## src/hw/rtl/ptfp_pkg.sv

```systemverilog
// Package for the pan/tilt frame parser.
// Holds header constants, parse phase codes and the result item type.
// No dependencies.
package ptfp_pkg;

    localparam int BYTE_W = 8;
    localparam int ERR_W  = 16;
    localparam int PAY_N  = 4;
    localparam int PHASE_W = 3;

    localparam logic [BYTE_W-1:0] HDR_FIRST  = 8'h5A;
    localparam logic [BYTE_W-1:0] HDR_SECOND = 8'hA5;

    localparam logic [PHASE_W-1:0] PH_HDR1 = 3'd0;
    localparam logic [PHASE_W-1:0] PH_HDR2 = 3'd1;
    localparam logic [PHASE_W-1:0] PH_PAY0 = 3'd2;
    localparam logic [PHASE_W-1:0] PH_PAY1 = 3'd3;
    localparam logic [PHASE_W-1:0] PH_PAY2 = 3'd4;
    localparam logic [PHASE_W-1:0] PH_PAY3 = 3'd5;
    localparam logic [PHASE_W-1:0] PH_SUM  = 3'd6;

    typedef struct packed {
        logic signed [ERR_W-1:0] pan_offset;
        logic signed [ERR_W-1:0] tilt_offset;
    } t_result;

endpackage

```

## src/hw/rtl/ptfp_if.sv

```systemverilog
// Valid/ready channel interfaces for the pan/tilt frame parser.
// Depends on ptfp_pkg for field widths.
interface ptfp_in_if;
    logic                           valid;
    logic                           ready;
    logic [ptfp_pkg::BYTE_W-1:0]    rx_byte;
    modport source (output valid, output rx_byte, input ready);
    modport sink   (input valid, input rx_byte, output ready);
endinterface

interface ptfp_out_if;
    logic                               valid;
    logic                               ready;
    logic signed [ptfp_pkg::ERR_W-1:0]  pan_offset;
    logic signed [ptfp_pkg::ERR_W-1:0]  tilt_offset;
    modport source (output valid, output pan_offset, output tilt_offset, input ready);
    modport sink   (input valid, input pan_offset, input tilt_offset, output ready);
endinterface

```

## src/hw/rtl/ptfp_parser.sv

```systemverilog
// Input byte register, parse phase tracking, payload store and checksum check.
// Depends on ptfp_pkg.
module ptfp_parser (
    input  logic                        i_clk,
    input  logic                        i_rst_n,
    input  logic                        i_valid,
    input  logic [ptfp_pkg::BYTE_W-1:0] i_byte,
    output logic                        o_ready,
    input  logic                        i_space,
    output logic                        o_push,
    output ptfp_pkg::t_result           o_result
);

    logic                           r_in_vld;
    logic [ptfp_pkg::BYTE_W-1:0]    r_in_byte;
    logic [ptfp_pkg::PHASE_W-1:0]   r_phase;
    logic [ptfp_pkg::PHASE_W-1:0]   n_phase;
    logic [ptfp_pkg::BYTE_W-1:0]    r_pay [ptfp_pkg::PAY_N];
    logic [ptfp_pkg::BYTE_W-1:0]    sum;
    logic                           sum_ok;
    logic                           advance;

    assign advance = r_in_vld & i_space;
    assign o_ready = ~r_in_vld | i_space;

    always_ff @(posedge i_clk) begin
        if (!i_rst_n) begin
            r_in_vld <= 1'b0;
        end else if (o_ready) begin
            r_in_vld <= i_valid;
        end
    end

    always_ff @(posedge i_clk) begin
        if (o_ready && i_valid) begin
            r_in_byte <= i_byte;
        end
    end

    // Low 8 bits of the payload sum; carries fall off.
    assign sum    = r_pay[0] + r_pay[1] + r_pay[2] + r_pay[3];
    assign sum_ok = (sum == r_in_byte);

    always_comb begin
        unique case (r_phase)
            ptfp_pkg::PH_HDR1: n_phase = (r_in_byte == ptfp_pkg::HDR_FIRST) ?
                                         ptfp_pkg::PH_HDR2 : ptfp_pkg::PH_HDR1;
            ptfp_pkg::PH_HDR2: begin
                // a repeated first header byte keeps waiting for the second
                if (r_in_byte == ptfp_pkg::HDR_SECOND) begin
                    n_phase = ptfp_pkg::PH_PAY0;
                end else if (r_in_byte == ptfp_pkg::HDR_FIRST) begin
                    n_phase = ptfp_pkg::PH_HDR2;
                end else begin
                    n_phase = ptfp_pkg::PH_HDR1;
                end
            end
            ptfp_pkg::PH_PAY0: n_phase = ptfp_pkg::PH_PAY1;
            ptfp_pkg::PH_PAY1: n_phase = ptfp_pkg::PH_PAY2;
            ptfp_pkg::PH_PAY2: n_phase = ptfp_pkg::PH_PAY3;
            ptfp_pkg::PH_PAY3: n_phase = ptfp_pkg::PH_SUM;
            default:           n_phase = ptfp_pkg::PH_HDR1;
        endcase
    end

    always_ff @(posedge i_clk) begin
        if (!i_rst_n) begin
            r_phase <= ptfp_pkg::PH_HDR1;
        end else if (advance) begin
            r_phase <= n_phase;
        end
    end

    always_ff @(posedge i_clk) begin
        if (advance) begin
            unique case (r_phase)
                ptfp_pkg::PH_PAY0: r_pay[0] <= r_in_byte;
                ptfp_pkg::PH_PAY1: r_pay[1] <= r_in_byte;
                ptfp_pkg::PH_PAY2: r_pay[2] <= r_in_byte;
                ptfp_pkg::PH_PAY3: r_pay[3] <= r_in_byte;
                default: ;
            endcase
        end
    end

    assign o_push               = advance & (r_phase == ptfp_pkg::PH_SUM) & sum_ok;
    assign o_result.pan_offset  = {r_pay[0], r_pay[1]};
    assign o_result.tilt_offset = {r_pay[2], r_pay[3]};

endmodule

```

## src/hw/rtl/ptfp_out_stage.sv

```systemverilog
// Result register with one skid entry, so the parser keeps moving while a
// result waits. Depends on ptfp_pkg.
module ptfp_out_stage (
    input  logic                i_clk,
    input  logic                i_rst_n,
    input  logic                i_push,
    input  ptfp_pkg::t_result   i_result,
    output logic                o_space,
    output logic                o_valid,
    input  logic                i_ready,
    output ptfp_pkg::t_result   o_result
);

    logic               r_out_vld;
    logic               r_sk_vld;
    ptfp_pkg::t_result  r_out;
    ptfp_pkg::t_result  r_sk;
    logic               load;

    assign o_space  = ~r_sk_vld;
    assign o_valid  = r_out_vld;
    assign o_result = r_out;
    assign load     = ~r_out_vld | i_ready;

    always_ff @(posedge i_clk) begin
        if (!i_rst_n) begin
            r_out_vld <= 1'b0;
            r_sk_vld  <= 1'b0;
        end else if (load) begin
            r_out_vld <= r_sk_vld | i_push;
            r_sk_vld  <= 1'b0;
        end else if (i_push) begin
            r_sk_vld  <= 1'b1;
        end
    end

    always_ff @(posedge i_clk) begin
        if (load) begin
            r_out <= r_sk_vld ? r_sk : i_result;
        end else if (i_push) begin
            r_sk  <= i_result;
        end
    end

`ifndef SYNTHESIS
    a_skid_behind_out: assert property (@(posedge i_clk) disable iff (!i_rst_n)
        r_sk_vld |-> r_out_vld)
        else $error("skid entry held without a result in the output register");

    a_no_push_when_full: assert property (@(posedge i_clk) disable iff (!i_rst_n)
        r_sk_vld |-> !i_push)
        else $error("result pushed while skid entry occupied");

    a_drain_to_empty: assert property (@(posedge i_clk) disable iff (!i_rst_n)
        (r_out_vld && i_ready && !r_sk_vld && !i_push) |=> !r_out_vld)
        else $error("output stays valid after its last item was taken");

    a_skid_moves_up: assert property (@(posedge i_clk) disable iff (!i_rst_n)
        (r_sk_vld && i_ready) |=> (r_out_vld && !r_sk_vld))
        else $error("skid item not moved into the output register");
`endif

endmodule

```

## src/hw/rtl/pan_tilt_frame_parser_core.sv

```systemverilog
// Pan/tilt frame parser: finds 5A A5 framed payloads with an 8-bit additive
// checksum and emits pan and tilt errors. An accepted checksum byte is held in
// the input register; its result goes to the result register or the skid entry.
// One byte per cycle while the skid entry is free, with a combinational parse step.
// Reset (synchronous, active low) empties both stages and returns to header hunt.
module pan_tilt_frame_parser_core (
    input  logic        i_clk,
    input  logic        i_rst_n,
    ptfp_in_if.sink     i_rx,
    ptfp_out_if.source  o_res
);

    logic               space;
    logic               push;
    ptfp_pkg::t_result  res_in;
    ptfp_pkg::t_result  res_out;

    ptfp_parser u_parser (
        .i_clk    (i_clk),
        .i_rst_n  (i_rst_n),
        .i_valid  (i_rx.valid),
        .i_byte   (i_rx.rx_byte),
        .o_ready  (i_rx.ready),
        .i_space  (space),
        .o_push   (push),
        .o_result (res_in)
    );

    ptfp_out_stage u_out (
        .i_clk    (i_clk),
        .i_rst_n  (i_rst_n),
        .i_push   (push),
        .i_result (res_in),
        .o_space  (space),
        .o_valid  (o_res.valid),
        .i_ready  (o_res.ready),
        .o_result (res_out)
    );

    assign o_res.pan_offset  = res_out.pan_offset;
    assign o_res.tilt_offset = res_out.tilt_offset;

endmodule

```

## src/flat_wrapper.sv

```systemverilog
// flat-port wrapper written by rule: the top's interface ports become plain ports
module pan_tilt_frame_parser_core_flat 
  (i_clk, i_rst_n, i_rx_valid, i_rx_rx_byte, i_rx_ready, o_res_valid, o_res_pan_offset, o_res_tilt_offset, o_res_ready);
  ptfp_in_if i_rx_i ();
  ptfp_out_if o_res_i ();
  input  logic i_clk;
  input  logic i_rst_n;
  input wire logic [$bits(i_rx_i.valid)-1:0] i_rx_valid;
  input wire logic [$bits(i_rx_i.rx_byte)-1:0] i_rx_rx_byte;
  output wire logic [$bits(i_rx_i.ready)-1:0] i_rx_ready;
  output wire logic [$bits(o_res_i.valid)-1:0] o_res_valid;
  output wire logic [$bits(o_res_i.pan_offset)-1:0] o_res_pan_offset;
  output wire logic [$bits(o_res_i.tilt_offset)-1:0] o_res_tilt_offset;
  input wire logic [$bits(o_res_i.ready)-1:0] o_res_ready;
  assign i_rx_i.valid = i_rx_valid;
  assign i_rx_i.rx_byte = i_rx_rx_byte;
  assign i_rx_ready = i_rx_i.ready;
  assign o_res_valid = o_res_i.valid;
  assign o_res_pan_offset = o_res_i.pan_offset;
  assign o_res_tilt_offset = o_res_i.tilt_offset;
  assign o_res_i.ready = o_res_ready;
  pan_tilt_frame_parser_core u_core (.i_clk(i_clk), .i_rst_n(i_rst_n), .i_rx(i_rx_i), .o_res(o_res_i));
endmodule
```

## config.mk

```make
export PLATFORM = sky130hd
export DESIGN_NAME = pan_tilt_frame_parser_core_flat
export DESIGN_NICKNAME = d
export VERILOG_FILES = /design/src/hw/rtl/ptfp_pkg.sv /design/src/hw/rtl/ptfp_if.sv /design/src/hw/rtl/ptfp_parser.sv /design/src/hw/rtl/ptfp_out_stage.sv /design/src/hw/rtl/pan_tilt_frame_parser_core.sv /design/src/flat_wrapper.sv
export SDC_FILE = /design/constraint.sdc
export NUM_CORES = 1
export LEC_CHECK = 0
export BUFFER_PORTS_ARGS = -buffer_cell sky130_fd_sc_hd__buf_2
export CAP_MARGIN = 30
export CORE_AREA = 2 2 111 80
export DETAILED_ROUTE_END_ITERATION = 7
export DIE_AREA = 0 0 113 82
export HOLD_SLACK_MARGIN = 0.1
export PLACE_DENSITY = 0.86
export SETUP_SLACK_MARGIN = 0.3
export SYNTH_ARGS = -nofsm -noshare
export SYNTH_HDL_FRONTEND = slang
export SYNTH_HIERARCHICAL = 1
export SYNTH_SLANG_ARGS = --single-unit
```

## constraint.sdc

```tcl
create_clock -name i_clk -period 6.6 [get_ports i_clk]
set_input_delay 1.32 -clock i_clk [delete_from_list [all_inputs] [get_ports i_clk]]
set_output_delay 1.32 -clock i_clk [all_outputs]
set_load 0.03 [all_outputs]
```

-- After elaboration in Yosys (flattened, before gate mapping)
Memory sizes are Yosys's and may differ from the RTL's.
Index checks and enable logic that the tools add are counted.
- memory bits (writable): 32
- register bits: 78
- input bits: 12
- output and inout port bits: 34
- memories: 1
- muxes and demuxes: 25
- bitwise logic cells: 11
- reduce and logical (&&, ||, !) cells: 7
- equal/unequal tests: 9
- $add $sub $neg: 3
- memories (memory ; words ; bits a word ; rd ports ; clocked after Yosys merged registers in ; wr ports ; RTL line ; source):
    u_core.u_parser.r_pay ; 4 ; 8 ; 4 ; 0 ; 1 ; ptfp_parser.sv:18 ; logic [ptfp_pkg::BYTE_W-1:0] r_pay [ptfp_pkg::PAY_N];
- operators by type and width (kind ; count):
    2-to-1 mux 32 bit ; 1
    adder 8 bit ; 3
    2-to-1 mux 8 bit ; 3
    OR reduction 8 bit ; 3
    case mux 3 bit (6 select lines) ; 1
    2-to-1 mux 1 bit ; 16
    equality test 3 bit, second input constant ; 3
    equality test 8 x 7 -> 1 bit, second input constant ; 1
    equality test 8 bit ; 1
    equality test 8 bit, second input constant ; 1
    2-to-1 mux 2 bit ; 4
    equality test 3 x 2 -> 1 bit, second input constant ; 2
    NOT 1 bit ; 5
    AND 1 bit ; 3
    equality test 3 x 1 -> 1 bit, second input constant ; 1
    logical NOT 3 bit ; 1
    bitwise OR 1 bit ; 3
    AND reduction 2 bit ; 1
    OR reduction 2 bit ; 1
    logical AND 1 bit ; 1

-- Longest topological paths before layout
- word-level depth: 8
- gate-level depth with buffers: 13

-- By module
Netlist, hierarchy kept.
- by module, submodules not included (module ; times used ; area each (um^2) ; cells each):
    ptfp_out_stage ; 1 ; 2542.4 ; 109
    ptfp_parser ; 1 ; 2110.8 ; 138

-- Worst setup path after synthesis
No wires, ideal clock.
- kind: reg-to-reg
- from: memory u_core/u_parser/r_pay[3][1] (netlist bit)
- to: register u_core/u_out/r_sk[0] (netlist bit) (enable)
- data arrival time: 4.539 ns
- cell stages (with the launch flop): 14
- path buffers: 0
- slack: 1.640 ns
- required time: 6.179 ns
- path through: edfxtp_1 -> fa_1 -> inv_1 -> fa_1 -> inv_1 -> ha_1 -> fa_1 -> xnor2_1 -> nand3_1 -> nor4b_1 -> nand2_1 -> nor4_1 -> inv_1 -> nor2_1
- RTL lines (element ; RTL line ; source):
    start, declared ; ptfp_parser.sv:18 ;
    end signal, assigned ; ptfp_out_stage.sv:41 ; r_sk <= i_result;
    end, declared ; ptfp_out_stage.sv:17 ; ptfp_pkg::t_result r_sk;

==> impl_table.tex <==
\begin{tabular}{lr}
\hline
Metric & Value \\
\hline
\multicolumn{2}{l}{\textbf{Setup path}} \\
Maximum fanout along the worst path & 24 \\
Capturing point of the worst reg2reg path & u\_core/u\_out/r\_sk[8] \\
Number of cell instances on the worst register-to-register path & 14 \\
Reg-to-reg setup timing slack & 2.02 ns \\
CP startpoint kind & register \\
Critical R2R Launch & u\_core/u\_parser/r\_pay[3][1] \\
CP Class & register to register \\
Arrival time reported for the critical path endpoint & 4.58 ns \\
Kind of capture point of the worst setup path & register \\
Worst Path Required & 6.60 ns \\
\multicolumn{2}{l}{\textbf{Min path}} \\
Min-Delay Endpoint & u\_core/u\_out/r\_sk[22] \\
Worst min path class & register to register \\
Cells on Worst Hold Path & 0 \\
Min-Delay Startpoint & u\_core/u\_parser/r\_pay[1][6] \\
\multicolumn{2}{l}{\textbf{Placement}} \\
Port Buffer Count & 45 \\
Estimated wirelength of the detail-placed design & 5069 microns \\
Routability congestion estimate & 0.9128 \\
\multicolumn{2}{l}{\textbf{Clock tree}} \\
Number of clock sinks & 110 \\
Clock tree from TritonCTS & yes \\
Number of buffers created by CTS & 9 \\
Hold-fix buffers, CTS & 0 \\
Register clock-pin slew on the reported worst setup and hold paths & 0.07 ns \\
Number of buffers on the longest clock path & 2 \\
CTS Root Cell & sky130\_fd\_sc\_hd\_\_clkbuf\_16 \\
Number of levels in the clock H-tree & 3 \\
Quantity of gates resized following cts & 0 \\
Number of buffers added for setup after CTS & 0 \\
Worst-Skew Late Latency & 0.34 ns \\
\multicolumn{2}{l}{\textbf{Drt}} \\
Antenna-violating nets left & 0 \\
Total Routed Length & 7307 microns \\
Vias & 2224 \\
Router iterations before antenna repair & 6 \\
WL/cell & 17.65 microns \\
Via/cell ratio & 5.372 \\
DRC violations left & 2 \\
Starting DRT DRC Count & 207 \\
\multicolumn{2}{l}{\textbf{Cells and area}} \\
Register area & 0.003244 sq mm \\
Proportion of layout cells with a drive suffix above 1 & 33.01\% \\
Ant. Diodes & 0 \\
Layout area overhead & 13.18\% \\
Area occupied by multi-input gates & 0.001294 sq mm \\
Nets@finish & 337 \\
\# fillers & 565 \\
\multicolumn{2}{l}{\textbf{Die}} \\
Starting density of the core & 56.28\% \\
Floorplan die height & 82 microns \\
Cell row count & 28 \\
Horizontal extent of the die & 113 microns \\
Core footprint & 0.008268 sq mm \\
Die Footprint & 0.009266 sq mm \\
I/O pin total & 46 \\
\multicolumn{2}{l}{\textbf{Pwr}} \\
Combinational power share & 0.9\% \\
Net switching component of the power & 236.0 uW \\
Worst IR drop on VDD & 0.0001589 V \\
Pwr per Cell Area & 238.8 mW/mm\^{}2 \\
Overall power after layout & 1257 uW \\
Internal Pwr Total & 1021 uW \\
Switching share of power & 18.77\% \\
Power share of the sequential group & 60.9\% \\
Share of power burned in the clock network & 38.2\% \\
Leakage component of the power & 0.001921 uW \\
\multicolumn{2}{l}{\textbf{Synthesis}} \\
Count of different cell masters after synthesis & 35 \\
Post-synth EDFFs & 104 \\
Number of warning messages in the yosys log & 6 \\
Synthesized net count & 280 \\
Leading register cell type out of synthesis & sky130\_fd\_sc\_hd\_\_edfxtp\_1 \\
Syn Area/Cell & 18.84 sq um \\
Register area share after synthesis & 69.70\% \\
Cell area after synthesis & 0.004653 sq mm \\
Share of flip-flops with an asynchronous set or reset after synthesis & 0\% \\
Flip-flop and latch count after synthesis & 110 \\
Gate count after technology mapping & 247 \\
\multicolumn{2}{l}{\textbf{STA}} \\
Final-report setup violation count & 0 \\
Measured slew at the worst slew-check pin & 0.9703 ns \\
Number of slew-limit violations in the final report & 0 \\
Unrepaired setup endpoints after global routing & no \\
Setup TNS & 0 ns \\
Post-route fraction of the period consumed by the critical path & 69.32\% \\
Final critical-path required period & 4.575 ns \\
Worst rel slew slack & 35.03\% \\
Number of hold violations in the final report & 0 \\
Highest attainable clock frequency & 0.2186 GHz \\
Final setup skew & 0.007003 ns \\
\multicolumn{2}{l}{\textbf{Global route}} \\
Maximum number of pins on one net before global-route repair & 36 \\
GR Overflow Total & 0 \\
Number of global-route vias before repair & 2225 \\
GRT Overall Usage & 17.16\% \\
Wire length of the first global-routing pass & 11660 microns \\
Initial antenna violation count & 0 \\
\multicolumn{2}{l}{\textbf{Outcome}} \\
Result of the run & finished, violations left \\
Violated checks & design-rule violations \\
\multicolumn{2}{l}{\textbf{Run}} \\
Number of max-cap violations & 0 \\
\hline
\end{tabular}
[cells in the final DEF, fill, tap and decap left out, types with 4 or more instances in the layout]
cell	n
sky130_fd_sc_hd__buf_2	45
sky130_fd_sc_hd__buf_4	4
sky130_fd_sc_hd__clkbuf_16	9
sky130_fd_sc_hd__dfxtp_1	5
sky130_fd_sc_hd__edfxtp_1	104
sky130_fd_sc_hd__fa_1	14
sky130_fd_sc_hd__ha_1	7
sky130_fd_sc_hd__inv_1	14
sky130_fd_sc_hd__mux2_2	4
sky130_fd_sc_hd__mux2_4	28
sky130_fd_sc_hd__nand2_1	4
sky130_fd_sc_hd__nand2b_1	4
sky130_fd_sc_hd__nand3_1	4
sky130_fd_sc_hd__xnor2_1	12
sky130_fd_sc_hd__xor2_1	6
[power by group through the flow]
stage / clock [uW] / combinational, uW / sequential (uW)
floorplan: 0 / 6.54 / 778
global placement: 0 / 10.2 / 780
detailed placement: 0 / 10.7 / 781
CTS: 493 / 10.8 / 765
global route: 520 / 12.1 / 766
finish: 481 / 10.8 / 766
[flip-flops by register name (all words and copies together), names as in the netlist]
register	flops
u_core/u_out/o_result	32
u_core/u_out/r_sk	32
u_core/u_parser/r_pay	32
u_core/u_parser/r_in_byte	8
u_core/u_parser/r_phase	3
u_core/u_out/o_valid	1
u_core/u_out/r_sk_vld	1
u_core/u_parser/r_in_vld	1
[cell usage after synthesis (2+ instances only)]
library cell,instances,area share (%)
sky130_fd_sc_hd__edfxtp_1,104,67
sky130_fd_sc_hd__mux2_4,28,9.0
sky130_fd_sc_hd__fa_1,14,6.0
sky130_fd_sc_hd__inv_1,14,1.1
sky130_fd_sc_hd__xnor2_1,12,2.3
sky130_fd_sc_hd__ha_1,7,1.9
sky130_fd_sc_hd__dfxtp_1,6,2.6
sky130_fd_sc_hd__xor2_1,6,1.1
sky130_fd_sc_hd__mux2_2,4,0.97
sky130_fd_sc_hd__nand2_1,4,0.32
sky130_fd_sc_hd__nand2b_1,4,0.54
sky130_fd_sc_hd__nand3_1,4,0.43
sky130_fd_sc_hd__nor2_1,4,0.32
sky130_fd_sc_hd__a21boi_0,3,0.48
sky130_fd_sc_hd__a21oi_1,3,0.32
sky130_fd_sc_hd__buf_12,3,1.3
sky130_fd_sc_hd__nor2b_1,3,0.40
sky130_fd_sc_hd__o21ai_0,3,0.32
sky130_fd_sc_hd__and2_1,2,0.27
sky130_fd_sc_hd__nor3_1,2,0.22
sky130_fd_sc_hd__nor4_1,2,0.27
sky130_fd_sc_hd__nor4b_1,2,0.38
[area by class of cell]
| class | count | share of cell area [%] |
|---|---|---|
| clock buffers | 11 | 4.419 |
| repair buffers | 50 | 5.227 |
| flip-flops and latches | 110 | 61.61 |
| inverters | 14 | 0.9979 |
| well taps | 105 | 2.495 |
| clock inverters | 5 | 0.6890 |
| multi-input cells | 119 | 24.57 |
[routing by layer]
layer / vias to the layer above / track usage [%] / part of all wire [%]
met5: - / 0 / 0
met4: 0 / 6.220 / 1.7
met3: 16 / 4.576 / 6.4
met2: 87 / 25.93 / 45
met1: 1091 / 24.40 / 47
li1: 1030 / - / -
[cells by family after synthesis]
group,after synthesis,synth area share (%)
AO/OA/AOI/OAI,15,2.097
XOR/XNOR,18,3.388
multiplexers,32,10.00
buffers and inverters,18,2.662
flip-flops,110,69.70
AND/OR/NAND/NOR,33,4.248
adder cells (fa/ha/maj),21,7.905
[critical path: stages (launching register included)]
cell and delay (ns):
sky130_fd_sc_hd__edfxtp_1 0.43, sky130_fd_sc_hd__fa_1 0.55, sky130_fd_sc_hd__inv_1 0.06, sky130_fd_sc_hd__fa_1 0.49
sky130_fd_sc_hd__inv_1 0.04, sky130_fd_sc_hd__ha_1 0.22, sky130_fd_sc_hd__fa_1 0.51, sky130_fd_sc_hd__xnor2_1 0.12
sky130_fd_sc_hd__nand3_1 0.10, sky130_fd_sc_hd__nor4b_1 0.32, sky130_fd_sc_hd__nand2_1 0.08, sky130_fd_sc_hd__nor4_1 0.39
sky130_fd_sc_hd__inv_1 0.10, sky130_fd_sc_hd__nor2_2 0.38, sky130_fd_sc_hd__buf_4 0.41
[worst max path at each step]
stage,from,to,slack (ns),cells past startpoint
finish,u_core/u_parser/r_pay[3][1],u_core/u_out/r_sk[8],2.02,14
global route,u_core/u_parser/r_pay[3][1],u_core/u_out/r_sk[17],1.69,14
CTS,u_core/u_parser/r_pay[3][1],u_core/u_out/r_sk[8],2.03,14
detailed placement,u_core/u_parser/r_pay[3][1],u_core/u_out/r_sk[2],2.06,14
global placement,u_core/u_parser/r_pay[3][1],u_core/u_out/r_sk[11],2.15,14
floorplan,u_core/u_parser/r_pay[3][1],u_core/u_out/r_sk[0],1.64,13
[through the flow]
step	cell area (sq um)	util, %	setup WS [ns]	hold slack, ns	cells
6_report	5266	63.70	2.025	0.4883	414
3_5_place_dp	4997	60.44	2.064	0.4786	398
3_3_place_gp	4970	60.11	2.152	0.4687	396
4_1_cts	5266	63.70	2.028	0.4881	414
2_1_floorplan	4653	-	1.640	0.4458	247
5_1_grt	5266	63.70	1.691	0.5041	414
No activity file was read; power rests on OpenSTA's default activity.
